===== src/rtl/pp6_pkg.sv =====
// Shared types, constants and codes for the P6 image stream parser.
package pp6_pkg;

  localparam int DIM_BITS = 12;
  localparam int LINE_W   = DIM_BITS + 2;
  localparam int ADDR_W   = 26;
  localparam int ERR_W    = 4;
  localparam int PROD_W   = LINE_W + DIM_BITS;

  localparam logic [7:0] CH_P     = 8'h50;
  localparam logic [7:0] CH_6     = 8'h36;
  localparam logic [7:0] CH_0     = 8'h30;
  localparam logic [7:0] CH_9     = 8'h39;
  localparam logic [7:0] CH_NL    = 8'h0A;
  localparam logic [7:0] CH_SPACE = 8'h20;

  localparam logic [DIM_BITS-1:0] MAX_VAL = DIM_BITS'(255);

  localparam logic [ERR_W-1:0] ERR_SHORT      = 4'd0;
  localparam logic [ERR_W-1:0] ERR_MAGIC      = 4'd1;
  localparam logic [ERR_W-1:0] ERR_NEWLINE    = 4'd2;
  localparam logic [ERR_W-1:0] ERR_DIGIT      = 4'd3;
  localparam logic [ERR_W-1:0] ERR_WIDTH0     = 4'd4;
  localparam logic [ERR_W-1:0] ERR_HEIGHT0    = 4'd5;
  localparam logic [ERR_W-1:0] ERR_NPOT       = 4'd6;
  localparam logic [ERR_W-1:0] ERR_MAX0       = 4'd7;
  localparam logic [ERR_W-1:0] ERR_MAX255     = 4'd8;
  localparam logic [ERR_W-1:0] ERR_DATA_SHORT = 4'd9;

  typedef enum logic [7:0] {
    PH_P    = 8'b0000_0001,
    PH_6    = 8'b0000_0010,
    PH_NL   = 8'b0000_0100,
    PH_W    = 8'b0000_1000,
    PH_H    = 8'b0001_0000,
    PH_MAX  = 8'b0010_0000,
    PH_DATA = 8'b0100_0000,
    PH_HALT = 8'b1000_0000
  } phase_t;

  typedef enum logic [1:0] {
    KIND_PIXEL  = 2'd0,
    KIND_HEADER = 2'd1,
    KIND_ERROR  = 2'd2
  } kind_t;

  typedef struct packed {
    kind_t               kind;
    logic [ADDR_W-1:0]   addr;
    logic [7:0]          value;
    logic                last;
    logic [DIM_BITS-1:0] width;
    logic [DIM_BITS-1:0] height;
    logic [ERR_W-1:0]    err;
  } res_t;

endpackage


===== src/rtl/pp6_parse.sv =====
// Header parser, pixel address generator and configuration register.
module pp6_parse
  import pp6_pkg::*;
(
  input  logic       clk,
  input  logic       rst_n,
  input  logic       cfg_we,
  input  logic       cfg_wdata,
  input  logic       step,
  input  logic [7:0] byte_in,
  input  logic       end_in,
  output logic       res_vld,
  output res_t       res
);

  phase_t              phase_r, phase_nxt;
  logic [DIM_BITS-1:0] acc_r, acc_nxt;
  logic [DIM_BITS-1:0] width_r, width_nxt;
  logic [DIM_BITS-1:0] height_r, height_nxt;
  logic [LINE_W-1:0]   line_r, line_nxt;
  logic [ADDR_W-1:0]   base_r, base_nxt;
  logic [LINE_W-1:0]   col_r, col_nxt;
  logic [DIM_BITS-1:0] rows_r, rows_nxt;
  logic                npot_r;

  logic                is_digit;
  logic [DIM_BITS+3:0] acc_x10;
  logic [DIM_BITS+3:0] acc_new;
  logic                dig_ok;
  logic [LINE_W:0]     col_inc;
  logic                row_done;
  logic                last_px;
  logic [PROD_W-1:0]   base_prod;

  function automatic logic pow2(input logic [DIM_BITS-1:0] x);
    pow2 = (x != '0) && ((x & (x - 1'b1)) == '0);
  endfunction

  assign is_digit  = (byte_in >= CH_0) && (byte_in <= CH_9);
  assign acc_x10   = {1'b0, acc_r, 3'b000} + {3'b000, acc_r, 1'b0};
  assign acc_new   = acc_x10 + {{(DIM_BITS){1'b0}}, 4'(byte_in - CH_0)};
  assign dig_ok    = is_digit && (acc_new[DIM_BITS+3:DIM_BITS] == '0);
  assign col_inc   = {1'b0, col_r} + 1'b1;
  assign row_done  = col_inc >= {1'b0, line_r};
  assign last_px   = row_done && (rows_r <= DIM_BITS'(1));
  // one multiply, only looked at while waiting for the max value
  assign base_prod = PROD_W'(line_r) * PROD_W'(height_r - 1'b1);

  always_comb begin
    phase_nxt  = phase_r;
    acc_nxt    = acc_r;
    width_nxt  = width_r;
    height_nxt = height_r;
    line_nxt   = line_r;
    base_nxt   = base_r;
    col_nxt    = col_r;
    rows_nxt   = rows_r;
    res_vld    = 1'b0;
    res        = '0;
    res.kind   = KIND_ERROR;

    if (end_in) begin
      case (phase_r)
        PH_6, PH_NL, PH_W, PH_H, PH_MAX: begin
          res_vld = 1'b1;
          res.err = ERR_SHORT;
        end
        PH_DATA: begin
          res_vld = 1'b1;
          res.err = ERR_DATA_SHORT;
        end
        default: ;
      endcase
      phase_nxt = PH_P;
    end else begin
      case (phase_r)
        PH_P: begin
          if (byte_in != CH_P) begin
            res_vld = 1'b1; res.err = ERR_MAGIC; phase_nxt = PH_HALT;
          end else begin
            phase_nxt = PH_6;
          end
        end
        PH_6: begin
          if (byte_in != CH_6) begin
            res_vld = 1'b1; res.err = ERR_MAGIC; phase_nxt = PH_HALT;
          end else begin
            phase_nxt = PH_NL;
          end
        end
        PH_NL: begin
          if (byte_in != CH_NL) begin
            res_vld = 1'b1; res.err = ERR_NEWLINE; phase_nxt = PH_HALT;
          end else begin
            acc_nxt   = '0;
            phase_nxt = PH_W;
          end
        end
        PH_W: begin
          if (byte_in == CH_SPACE) begin
            if (acc_r == '0) begin
              res_vld = 1'b1; res.err = ERR_WIDTH0; phase_nxt = PH_HALT;
            end else begin
              width_nxt = acc_r;
              line_nxt  = {2'b00, acc_r} + {1'b0, acc_r, 1'b0};
              acc_nxt   = '0;
              phase_nxt = PH_H;
            end
          end else if (!dig_ok) begin
            res_vld = 1'b1; res.err = ERR_DIGIT; phase_nxt = PH_HALT;
          end else begin
            acc_nxt = acc_new[DIM_BITS-1:0];
          end
        end
        PH_H: begin
          if (byte_in == CH_NL) begin
            if (acc_r == '0) begin
              res_vld = 1'b1; res.err = ERR_HEIGHT0; phase_nxt = PH_HALT;
            end else begin
              height_nxt = acc_r;
              acc_nxt    = '0;
              if (!npot_r && (!pow2(width_r) || !pow2(acc_r))) begin
                res_vld = 1'b1; res.err = ERR_NPOT; phase_nxt = PH_HALT;
              end else begin
                phase_nxt = PH_MAX;
              end
            end
          end else if (!dig_ok) begin
            res_vld = 1'b1; res.err = ERR_DIGIT; phase_nxt = PH_HALT;
          end else begin
            acc_nxt = acc_new[DIM_BITS-1:0];
          end
        end
        PH_MAX: begin
          if (byte_in == CH_NL) begin
            if (acc_r == '0) begin
              res_vld = 1'b1; res.err = ERR_MAX0; phase_nxt = PH_HALT;
            end else if (acc_r != MAX_VAL) begin
              res_vld = 1'b1; res.err = ERR_MAX255; phase_nxt = PH_HALT;
            end else begin
              acc_nxt    = '0;
              base_nxt   = ADDR_W'(base_prod);
              col_nxt    = '0;
              rows_nxt   = height_r;
              phase_nxt  = PH_DATA;
              res_vld    = 1'b1;
              res.kind   = KIND_HEADER;
              res.width  = width_r;
              res.height = height_r;
            end
          end else if (!dig_ok) begin
            res_vld = 1'b1; res.err = ERR_DIGIT; phase_nxt = PH_HALT;
          end else begin
            acc_nxt = acc_new[DIM_BITS-1:0];
          end
        end
        PH_DATA: begin
          res_vld   = 1'b1;
          res.kind  = KIND_PIXEL;
          res.addr  = base_r + ADDR_W'(col_r);
          res.value = byte_in;
          res.last  = last_px;
          if (row_done) begin
            // step down one row: frame rows are stored bottom-up
            col_nxt = '0;
            if (rows_r != '0) begin
              rows_nxt = rows_r - 1'b1;
            end
            base_nxt = (base_r >= ADDR_W'(line_r)) ? base_r - ADDR_W'(line_r) : '0;
          end else begin
            col_nxt = col_inc[LINE_W-1:0];
          end
          if (last_px) begin
            phase_nxt = PH_P;
          end
        end
        PH_HALT: ;
        default: phase_nxt = PH_P;
      endcase
    end
  end

  always_ff @(posedge clk) begin
    if (!rst_n) begin
      phase_r  <= PH_P;
      acc_r    <= '0;
      width_r  <= '0;
      height_r <= '0;
      line_r   <= '0;
      base_r   <= '0;
      col_r    <= '0;
      rows_r   <= '0;
      npot_r   <= 1'b0;
    end else begin
      if (step) begin
        phase_r  <= phase_nxt;
        acc_r    <= acc_nxt;
        width_r  <= width_nxt;
        height_r <= height_nxt;
        line_r   <= line_nxt;
        base_r   <= base_nxt;
        col_r    <= col_nxt;
        rows_r   <= rows_nxt;
      end
      if (cfg_we) begin
        npot_r <= cfg_wdata;
      end
    end
  end

  a_err_stops: assert property (@(posedge clk) disable iff (!rst_n)
    step && res_vld && res.kind == KIND_ERROR |=> phase_r == PH_HALT || phase_r == PH_P)
    else $error("error beat did not halt or idle the parser");

  a_hdr_loads: assert property (@(posedge clk) disable iff (!rst_n)
    step && res_vld && res.kind == KIND_HEADER |=> phase_r == PH_DATA && rows_r == height_r
      && col_r == '0)
    else $error("header accept did not set up the pixel counters");

  a_col_bound: assert property (@(posedge clk) disable iff (!rst_n)
    phase_r == PH_DATA |-> col_r < line_r)
    else $error("column count ran past the line length");

  a_last_idles: assert property (@(posedge clk) disable iff (!rst_n)
    step && !end_in && phase_r == PH_DATA && last_px |=> phase_r == PH_P)
    else $error("parser did not return to idle after the last pixel");

endmodule


===== src/rtl/pp6_out_reg.sv =====
// Result register on the master side of the parser.
module pp6_out_reg
  import pp6_pkg::*;
(
  input  logic clk,
  input  logic rst_n,
  input  logic load,
  input  res_t res_in,
  input  logic take,
  output logic free,
  output logic vld,
  output res_t res_out
);

  logic vld_r, vld_nxt;
  res_t res_r;

  assign free    = !vld_r || take;
  assign vld     = vld_r;
  assign res_out = res_r;

  always_comb begin
    vld_nxt = vld_r;
    if (load) begin
      vld_nxt = 1'b1;
    end else if (take) begin
      vld_nxt = 1'b0;
    end
  end

  always_ff @(posedge clk) begin
    if (!rst_n) begin
      vld_r <= 1'b0;
    end else begin
      vld_r <= vld_nxt;
    end
  end

  always_ff @(posedge clk) begin
    if (load) begin
      res_r <= res_in;
    end
  end

  a_no_overrun: assert property (@(posedge clk) disable iff (!rst_n)
    load |-> free)
    else $error("result loaded over an unsent beat");

endmodule


===== src/rtl/ppm_p6_stream_parser.sv =====
// Top level of the P6 image stream parser: input register, parser, result register.
//
// Slave side in_*: one byte of a binary P6 image per beat; in_tlast marks an
// end-of-stream beat whose byte is ignored. The header must be "P6", newline,
// width digits, space, height digits, newline, max value 255, newline.
// Master side out_*: at most one beat per input beat. out_tuser gives the kind
// (pixel, header accepted, error); out_tlast flags the final pixel byte.
// Pixel beats carry the byte and its frame-store address, rows bottom-up.
// After an error the parser drops bytes until an end-of-stream beat.
// cfg_we writes cfg_wdata (1 accepts non-power-of-two sizes); write it only
// while the block is idle.
// A result passes through the input register and then the result register.
// Throughput: one byte per cycle while the receiver takes results, set by
// the combinational parse step between the two registers.
// Reset: parser waits for 'P', non-power-of-two sizes are rejected.
// When the receiver stalls, the input register holds one more beat and then
// in_tready drops until the result is taken.
module ppm_p6_stream_parser
  import pp6_pkg::*;
(
  input  logic        clk,
  input  logic        rst_n,
  input  logic        cfg_we,
  input  logic        cfg_wdata,
  input  logic        in_tvalid,
  output logic        in_tready,
  input  logic [7:0]  in_tdata,   // [7:0] data_byte
  input  logic        in_tlast,   // stream_end
  output logic        out_tvalid,
  input  logic        out_tready,
  output logic [63:0] out_tdata,  // [25:0] pixel_address, [33:26] pixel_value,
                                  // [45:34] image_width, [57:46] image_height,
                                  // [61:58] error_code, [63:62] zero
  output logic [1:0]  out_tuser,  // [1:0] result_kind
  output logic        out_tlast   // last_pixel
);

  logic       in_vld_r, in_vld_nxt;
  logic [7:0] in_byte_r;
  logic       in_end_r;
  logic       in_acc;
  logic       adv;
  logic       out_free;
  logic       res_vld;
  res_t       res;
  res_t       out_res;

  assign adv       = in_vld_r && out_free;
  assign in_tready = !in_vld_r || adv;
  assign in_acc    = in_tvalid && in_tready;

  always_comb begin
    in_vld_nxt = in_vld_r;
    if (in_acc) begin
      in_vld_nxt = 1'b1;
    end else if (adv) begin
      in_vld_nxt = 1'b0;
    end
  end

  always_ff @(posedge clk) begin
    if (!rst_n) begin
      in_vld_r <= 1'b0;
    end else begin
      in_vld_r <= in_vld_nxt;
    end
  end

  always_ff @(posedge clk) begin
    if (in_acc) begin
      in_byte_r <= in_tdata;
      in_end_r  <= in_tlast;
    end
  end

  pp6_parse u_parse (
    .clk      (clk),
    .rst_n    (rst_n),
    .cfg_we   (cfg_we),
    .cfg_wdata(cfg_wdata),
    .step     (adv),
    .byte_in  (in_byte_r),
    .end_in   (in_end_r),
    .res_vld  (res_vld),
    .res      (res)
  );

  pp6_out_reg u_out (
    .clk    (clk),
    .rst_n  (rst_n),
    .load   (adv && res_vld),
    .res_in (res),
    .take   (out_tready),
    .free   (out_free),
    .vld    (out_tvalid),
    .res_out(out_res)
  );

  assign out_tdata = {2'b00, out_res.err, out_res.height, out_res.width,
                      out_res.value, out_res.addr};
  assign out_tuser = out_res.kind;
  assign out_tlast = out_res.last;

endmodule

===== config.mk =====
export PLATFORM = sky130hd
export DESIGN_NAME = ppm_p6_stream_parser
export DESIGN_NICKNAME = d
export VERILOG_FILES = /design/src/rtl/pp6_pkg.sv /design/src/rtl/pp6_parse.sv /design/src/rtl/pp6_out_reg.sv /design/src/rtl/ppm_p6_stream_parser.sv
export SDC_FILE = /design/constraint.sdc
export NUM_CORES = 1
export LEC_CHECK = 0
export ABC_AREA = 1
export BUFFER_PORTS_ARGS = -buffer_cell sky130_fd_sc_hd__clkbuf_2
export CORE_UTILIZATION = 30
export DETAILED_ROUTE_END_ITERATION = 10
export SLEW_MARGIN = 25
export SYNTH_ARGS = -nofsm -noshare
export SYNTH_HDL_FRONTEND = slang
export SYNTH_SLANG_ARGS = --single-unit

===== constraint.sdc =====
create_clock -name clk -period 11.4 [get_ports clk]
set_clock_uncertainty 0.2 [all_clocks]
set_input_delay 1.71 -clock clk [delete_from_list [all_inputs] [get_ports clk]]
set_output_delay 1.71 -clock clk [all_outputs]
set_load 0.01 [all_outputs]

==> metrics, run 1 <==
status complete, no violations; P_sw 0.337 mW; Int Pwr 1.06 mW; Antenna diodes 0; first-pass GRT wire length 84.7 mm; routed vias 16300; HPWL after detailed placement 42.1 mm; Yosys top cell area share 0.190; Avg Synthesized Cell Area 7.68 sq um; antenna-violating nets left 0; fin crit period 8.16 ns; relative slew slack 0.332; CTS Buf Count 17; area leader, netlist fa_1; 1st-pass router iterations 5; Iter 0 DRT Violations 1228; WP data required 11.56 ns; Fill cells 6804; core area 63100 sq um; Data arrival, critical path 8.33 ns; total negative setup slack 0 ns; final net count 2889; Synth Area in Adders 0.287; Synth Instances 2498; Leakage Power 10.0 nW; Primary FF master, synth dfxtp_1; Clock power frac 0.457; dpl cell area 20400 sq um; Post-CTS Setup Inserts 0; Buffers on Ports 81; Placed Cells 3371; CTS Buffer Depth 2; Pwr Total 1.40 mW; largest net degree at the start of global routing 55; Compound-Gate Fraction of Synth Area 0.131; Post-synth ARST share 0; final wirelength 52.7 mm; Worst-Skew Late Latency 0.47 ns; Post-synth EDFFs 74; Comb pwr share 0.036; Synth Area in Simple Gates 0.218; CP Max Fanout 13; CTS tree yes; I/O Pins 84; Final Cycle Share 0.716; Vert. Die Dim 255 um; worst hold-check path type reg -> reg; gr ovfl total 0; top cells by area, synth fa_1, dfxtp_1, edfxtp_1; final std cells w/o fill 3403; clock slew at reported path FFs 0.08 ns; vias in the first global route 15700; RSZ-0062 raised after global routing no; row count 92; switch share 0.242; Final Max Tran Viols 0; CP Capture Type register; Clock Sinks 186; GRT Resource Usage Total 0.166; Flop pwr share 0.507; Syn. warnings 0; final hold violation count 0; Resize count post-CTS 0; H-tree levels 4; slowest cell delay on critical path 0.55 ns; overall die width 255 um; Max Cap Viol 0; Root Buffer clkbuf_16; worst slew pin tran 0.999 ns; drt drc 0; Initial Util 0.304; crit start category register; Final Util 0.334; post-route cell area 21000 sq um; critical path type reg -> reg; xor-xnor portion of the synthesized cell area 0.0265; sequential area share after synthesis 0.233; proportion of layout cells with a drive suffix above 1 0.0735; slowest library cell on the worst path fa_1; Max VDD drop 0.109 mV; Worst path most repeated cell inv_1; vias per cell 4.78; Area Overhead vs Synth 9.69%; Yosys reg bits 186; GP Congestion 0.888; DIE AREA 64900 sq um; Post-CTS Hold Buffers 0; wire per inst 15.5 um; Max Clock Freq 123 MHz; Mapped Area 19200 sq um; final setup fails 0; largest family of logic cells by synthesized area adder cells; mux share of post-synthesis cell area 0; Netlist cell types 68; Pwr Density 66.3 nW/um^2; initial antenna violation count 0
layout make-up:
class                      count  area (sq um)  share of cell area
sequential                   186          4460               0.212
clock inverter                10           123             0.00583
inverter                     458          1720              0.0820
timing repair buffer          91           480              0.0228
clock buffer                  22           497              0.0236
tap                          846          1060              0.0503
multi-input combinational   1790         12700               0.603
registers in the layout (all words and copies together), names as in the netlist, 8 cells and up:
register / count
u_out.res_out: 65
u_parse.phase_r: 8
in_byte_r: 8
u_parse.col_r: 14
u_parse.height_r: 12
u_parse.line_r: 14
u_parse.width_r: 11
u_parse.rows_r: 12
u_parse.acc_r: 12
u_parse.base_r: 26
stage by stage:
stage	setup WS (ns)	hold slack, ns
after detailed placement	3.24	0.282
after CTS	3.22	0.292
after global routing	2.38	0.322
after global placement	3.47	0.279
final	3.24	0.295
after floorplan	4.34	0.251
layout by cell type, fill, tap and decap left out, drive strengths merged, types with 74 or more instances in the layout:
cell type | Yosys | routed
edfxtp | 74 | 74
nand3 | 118 | 118
nor2 | 326 | 326
ha | 148 | 148
o21ai | 156 | 156
fa | 182 | 182
clkbuf | 44 | 103
nand2 | 428 | 428
dfxtp | 112 | 112
a21oi | 198 | 198
inv | 457 | 463
kinds of logic (layout without fill, tap and decap cells):
kind of cell,Yosys count,after routing
DFF,186,186
and+or+nand+nor,958,958
other,1,2
xor gates and xnor gates,58,58
AOI/OAI and AO/OA,442,442
adders and majority gates,330,330
buffers and inverters,523,581
Yosys cell counts, drive strengths merged, types with 17 or more instances:
cell,n
nand4,27
fa,182
clkbuf,44
inv,457
edfxtp,74
nor2,326
ha,148
nor3,30
xor2,41
xnor2,17
o21ai,156
a31oi,18
a21oi,198
nand2,428
dfxtp,112
nand3,118
buf,21
critical path, delay by kind of cell, from the launching register on:
| family | cells | cell delay, ns |
|---|---|---|
| DFF | 1 | 0.46 |
| and+or+nand+nor | 17 | 2.65 |
| AOI/OAI and AO/OA | 1 | 0.08 |
| adders and majority gates | 8 | 3.61 |
| buffers and inverters | 8 | 1.03 |
power groups by stage:
stage          clock (mW)  combinational (mW)  sequential, mW
6_report            0.638              0.0509           0.707
3_3_place_gp            0              0.0518           0.722
4_1_cts             0.653              0.0518           0.707
5_1_grt             0.677              0.0560           0.708
2_1_floorplan           0              0.0251           0.727
3_5_place_dp            0              0.0516           0.722
worst paths after layout:
path / slack (ns) / end / depth (start not counted) / startpoint
hold / removal: 0.29 / u_parse.rows_r[10] / 2 / u_parse.rows_r[10]
setup / recovery: 3.24 / u_parse.base_r[24] / 34 / u_parse.height_r[0]
setup reg to reg: 3.24 / u_parse.base_r[24] / 34 / u_parse.height_r[0]
hold reg to reg: 0.29 / u_parse.rows_r[10] / 2 / u_parse.rows_r[10]
layer usage:
| layer | routed length (um) | up-vias | GRT usage |
|---|---|---|---|
| met5 | 0 | - | 0 |
| met4 | 1210 | 0 | 0.0505 |
| met3 | 2730 | 69 | 0.0258 |
| met2 | 23600 | 405 | 0.264 |
| met1 | 25200 | 7662 | 0.231 |
| li1 | - | 8122 | - |
Note: power is estimated with default switching activity, not from simulation.
==> inputs of run 2 (changes only) <==
clock period = 8.55 ns   (was 11.4 ns; I/O delays follow)
==> run 2 against run 1 <==
Cell count is 0.21% higher. Final area hardly changed. Worst setup slack worse by 2.3 ns. First-iteration DRC count rose by 5.9%. Global-route usage hardly changed. Wire length rose by 0.12%. Clock-buffer cell count is 3 lower. Hold slack gained 0.0049 ns.
==> metrics, run 2 (synthesis gave the netlist of run 1 again) <==
Fill cells 6781 (was 6804); 1st-pass router iterations 5 (unchanged); final setup fails 0 (unchanged); Final Cycle Share 0.888 (was 0.716); total negative setup slack 0 ns (unchanged); overall die width 255 um (unchanged); Place WS 1.02 ns (was 3.24 ns); status complete, no violations (unchanged); Worst path most repeated cell inv_1 (unchanged); slowest library cell on the worst path fa_1 (unchanged); Clock Sinks 186 (unchanged); proportion of layout cells with a drive suffix above 1 0.0768 (was 0.0735); register cell area after layout 4460 sq um (unchanged); most frequent cells in the layout inv_1, nand2_1, nor2_1 (unchanged); Initial Util 0.304 (unchanged); worst slew pin tran 0.805 ns (was 0.999 ns); WP data required 8.72 ns (was 11.56 ns); max FFs per register 65 (unchanged); Leakage Power 10.0 nW (about the same); Final Max Tran Viols 0 (unchanged); worst hold-check path type reg -> reg (unchanged); post-route cell area 21000 sq um (about the same); vias per cell 4.78 (about the same); Resize count post-CTS 0 (unchanged); CP Capture Type register (unchanged); crit start category register (unchanged); Multi-input gate area 12700 sq um (about the same); GP Congestion 0.899 (was 0.888); Pwr Total 1.80 mW (was 1.40 mW); HPWL after detailed placement 42.2 mm (was 42.1 mm); antenna-violating nets left 0 (unchanged); Placed Cells 3378 (was 3371); CP Max Fanout 7 (was 13); largest net degree at the start of global routing 57 (was 55); wire per inst 15.5 um (about the same); GRT Resource Usage Total 0.166 (about the same); CTS Buf Count 17 (unchanged); Vert. Die Dim 255 um (unchanged); Max Cap Viol 0 (unchanged); final std cells w/o fill 3410 (was 3403); Max Clock Freq 132 MHz (was 123 MHz); relative slew slack 0.463 (was 0.332); CTS Buffer Depth 2 (unchanged); Buffers on Ports 81 (unchanged); clock slew at reported path FFs 0.08 ns (about the same); routed vias 16300 (about the same); commonest non-fill, non-tap cell in the layout inv_1 (unchanged); RSZ-0062 raised after global routing no (unchanged); Antenna diodes 0 (unchanged); gr ovfl total 0 (unchanged); WHS 0.300 ns (was 0.295 ns); Post-CTS Setup Inserts 0 (unchanged); Root Buffer clkbuf_16 (unchanged); core area 63100 sq um (unchanged); critical path type reg -> reg (unchanged); final hold violation count 0 (unchanged); fin crit period 7.59 ns (was 8.16 ns); dpl cell area 20500 sq um (was 20400 sq um); I/O Pins 84 (unchanged); Post-CTS Hold Buffers 0 (unchanged); H-tree levels 4 (unchanged); Final Util 0.334 (about the same); first-pass GRT wire length 85.1 mm (was 84.7 mm); DIE AREA 64900 sq um (unchanged); final worst slack 0.955 ns (was 3.24 ns); final net count 2896 (was 2889); initial antenna violation count 0 (unchanged); CTS tree yes (unchanged); Max VDD drop 0.139 mV (was 0.109 mV); Worst-Skew Late Latency 0.47 ns (about the same); drt drc 0 (unchanged); vias in the first global route 15700 (about the same); Pwr Density 85.6 nW/um^2 (was 66.3 nW/um^2); Iter 0 DRT Violations 1300 (was 1228); final wirelength 52.8 mm (was 52.7 mm); Area Overhead vs Synth 9.72% (was 9.69%); slowest cell delay on critical path 0.54 ns (was 0.55 ns); Data arrival, critical path 7.76 ns (was 8.33 ns); row count 92 (unchanged)
run 2: final cells by class:
class | count | share of cell area
clock buffers | 19 | 0.0210
inverters | 458 | 0.0819
repair buffers | 98 | 0.0253
multi-input cells | 1790 | 0.603
well taps | 846 | 0.0503
clock inverters | 13 | 0.00601
flip-flops and latches | 186 | 0.212
run 2: final timing paths:
path,depth (start not counted),slack [ns],startpoint,endpoint
min reg2reg,2,0.30,u_parse.rows_r[10],u_parse.rows_r[10]
max,34,0.96,u_parse.height_r[1],u_parse.base_r[24]
max reg2reg,34,0.96,u_parse.height_r[1],u_parse.base_r[24]
min,2,0.30,u_parse.rows_r[10],u_parse.rows_r[10]
run 2: layer usage:
layer	part of all wire	GRT usage
met1	0.47	0.232
met2	0.45	0.268
met4	0.016	0.0424
met5	0	0
met3	0.056	0.0252
run 2: critical path, delay by kind of cell, from the launching register on:
| family | cells | cell delay, ns |
|---|---|---|
| flip-flops | 1 | 0.33 |
| AND/OR/NAND/NOR | 17 | 2.39 |
| adder cells (fa/ha/maj) | 8 | 3.59 |
| buffers and inverters | 8 | 0.89 |
| AO/OA/AOI/OAI | 1 | 0.08 |
run 2: power breakdown:
| part | internal [mW] | switching [mW] |
|---|---|---|
| clock network | 0.393 | 0.397 |
| logic | 0.0195 | 0.0488 |
| registers | 0.935 | 0.00754 |
| total | 1.35 | 0.454 |
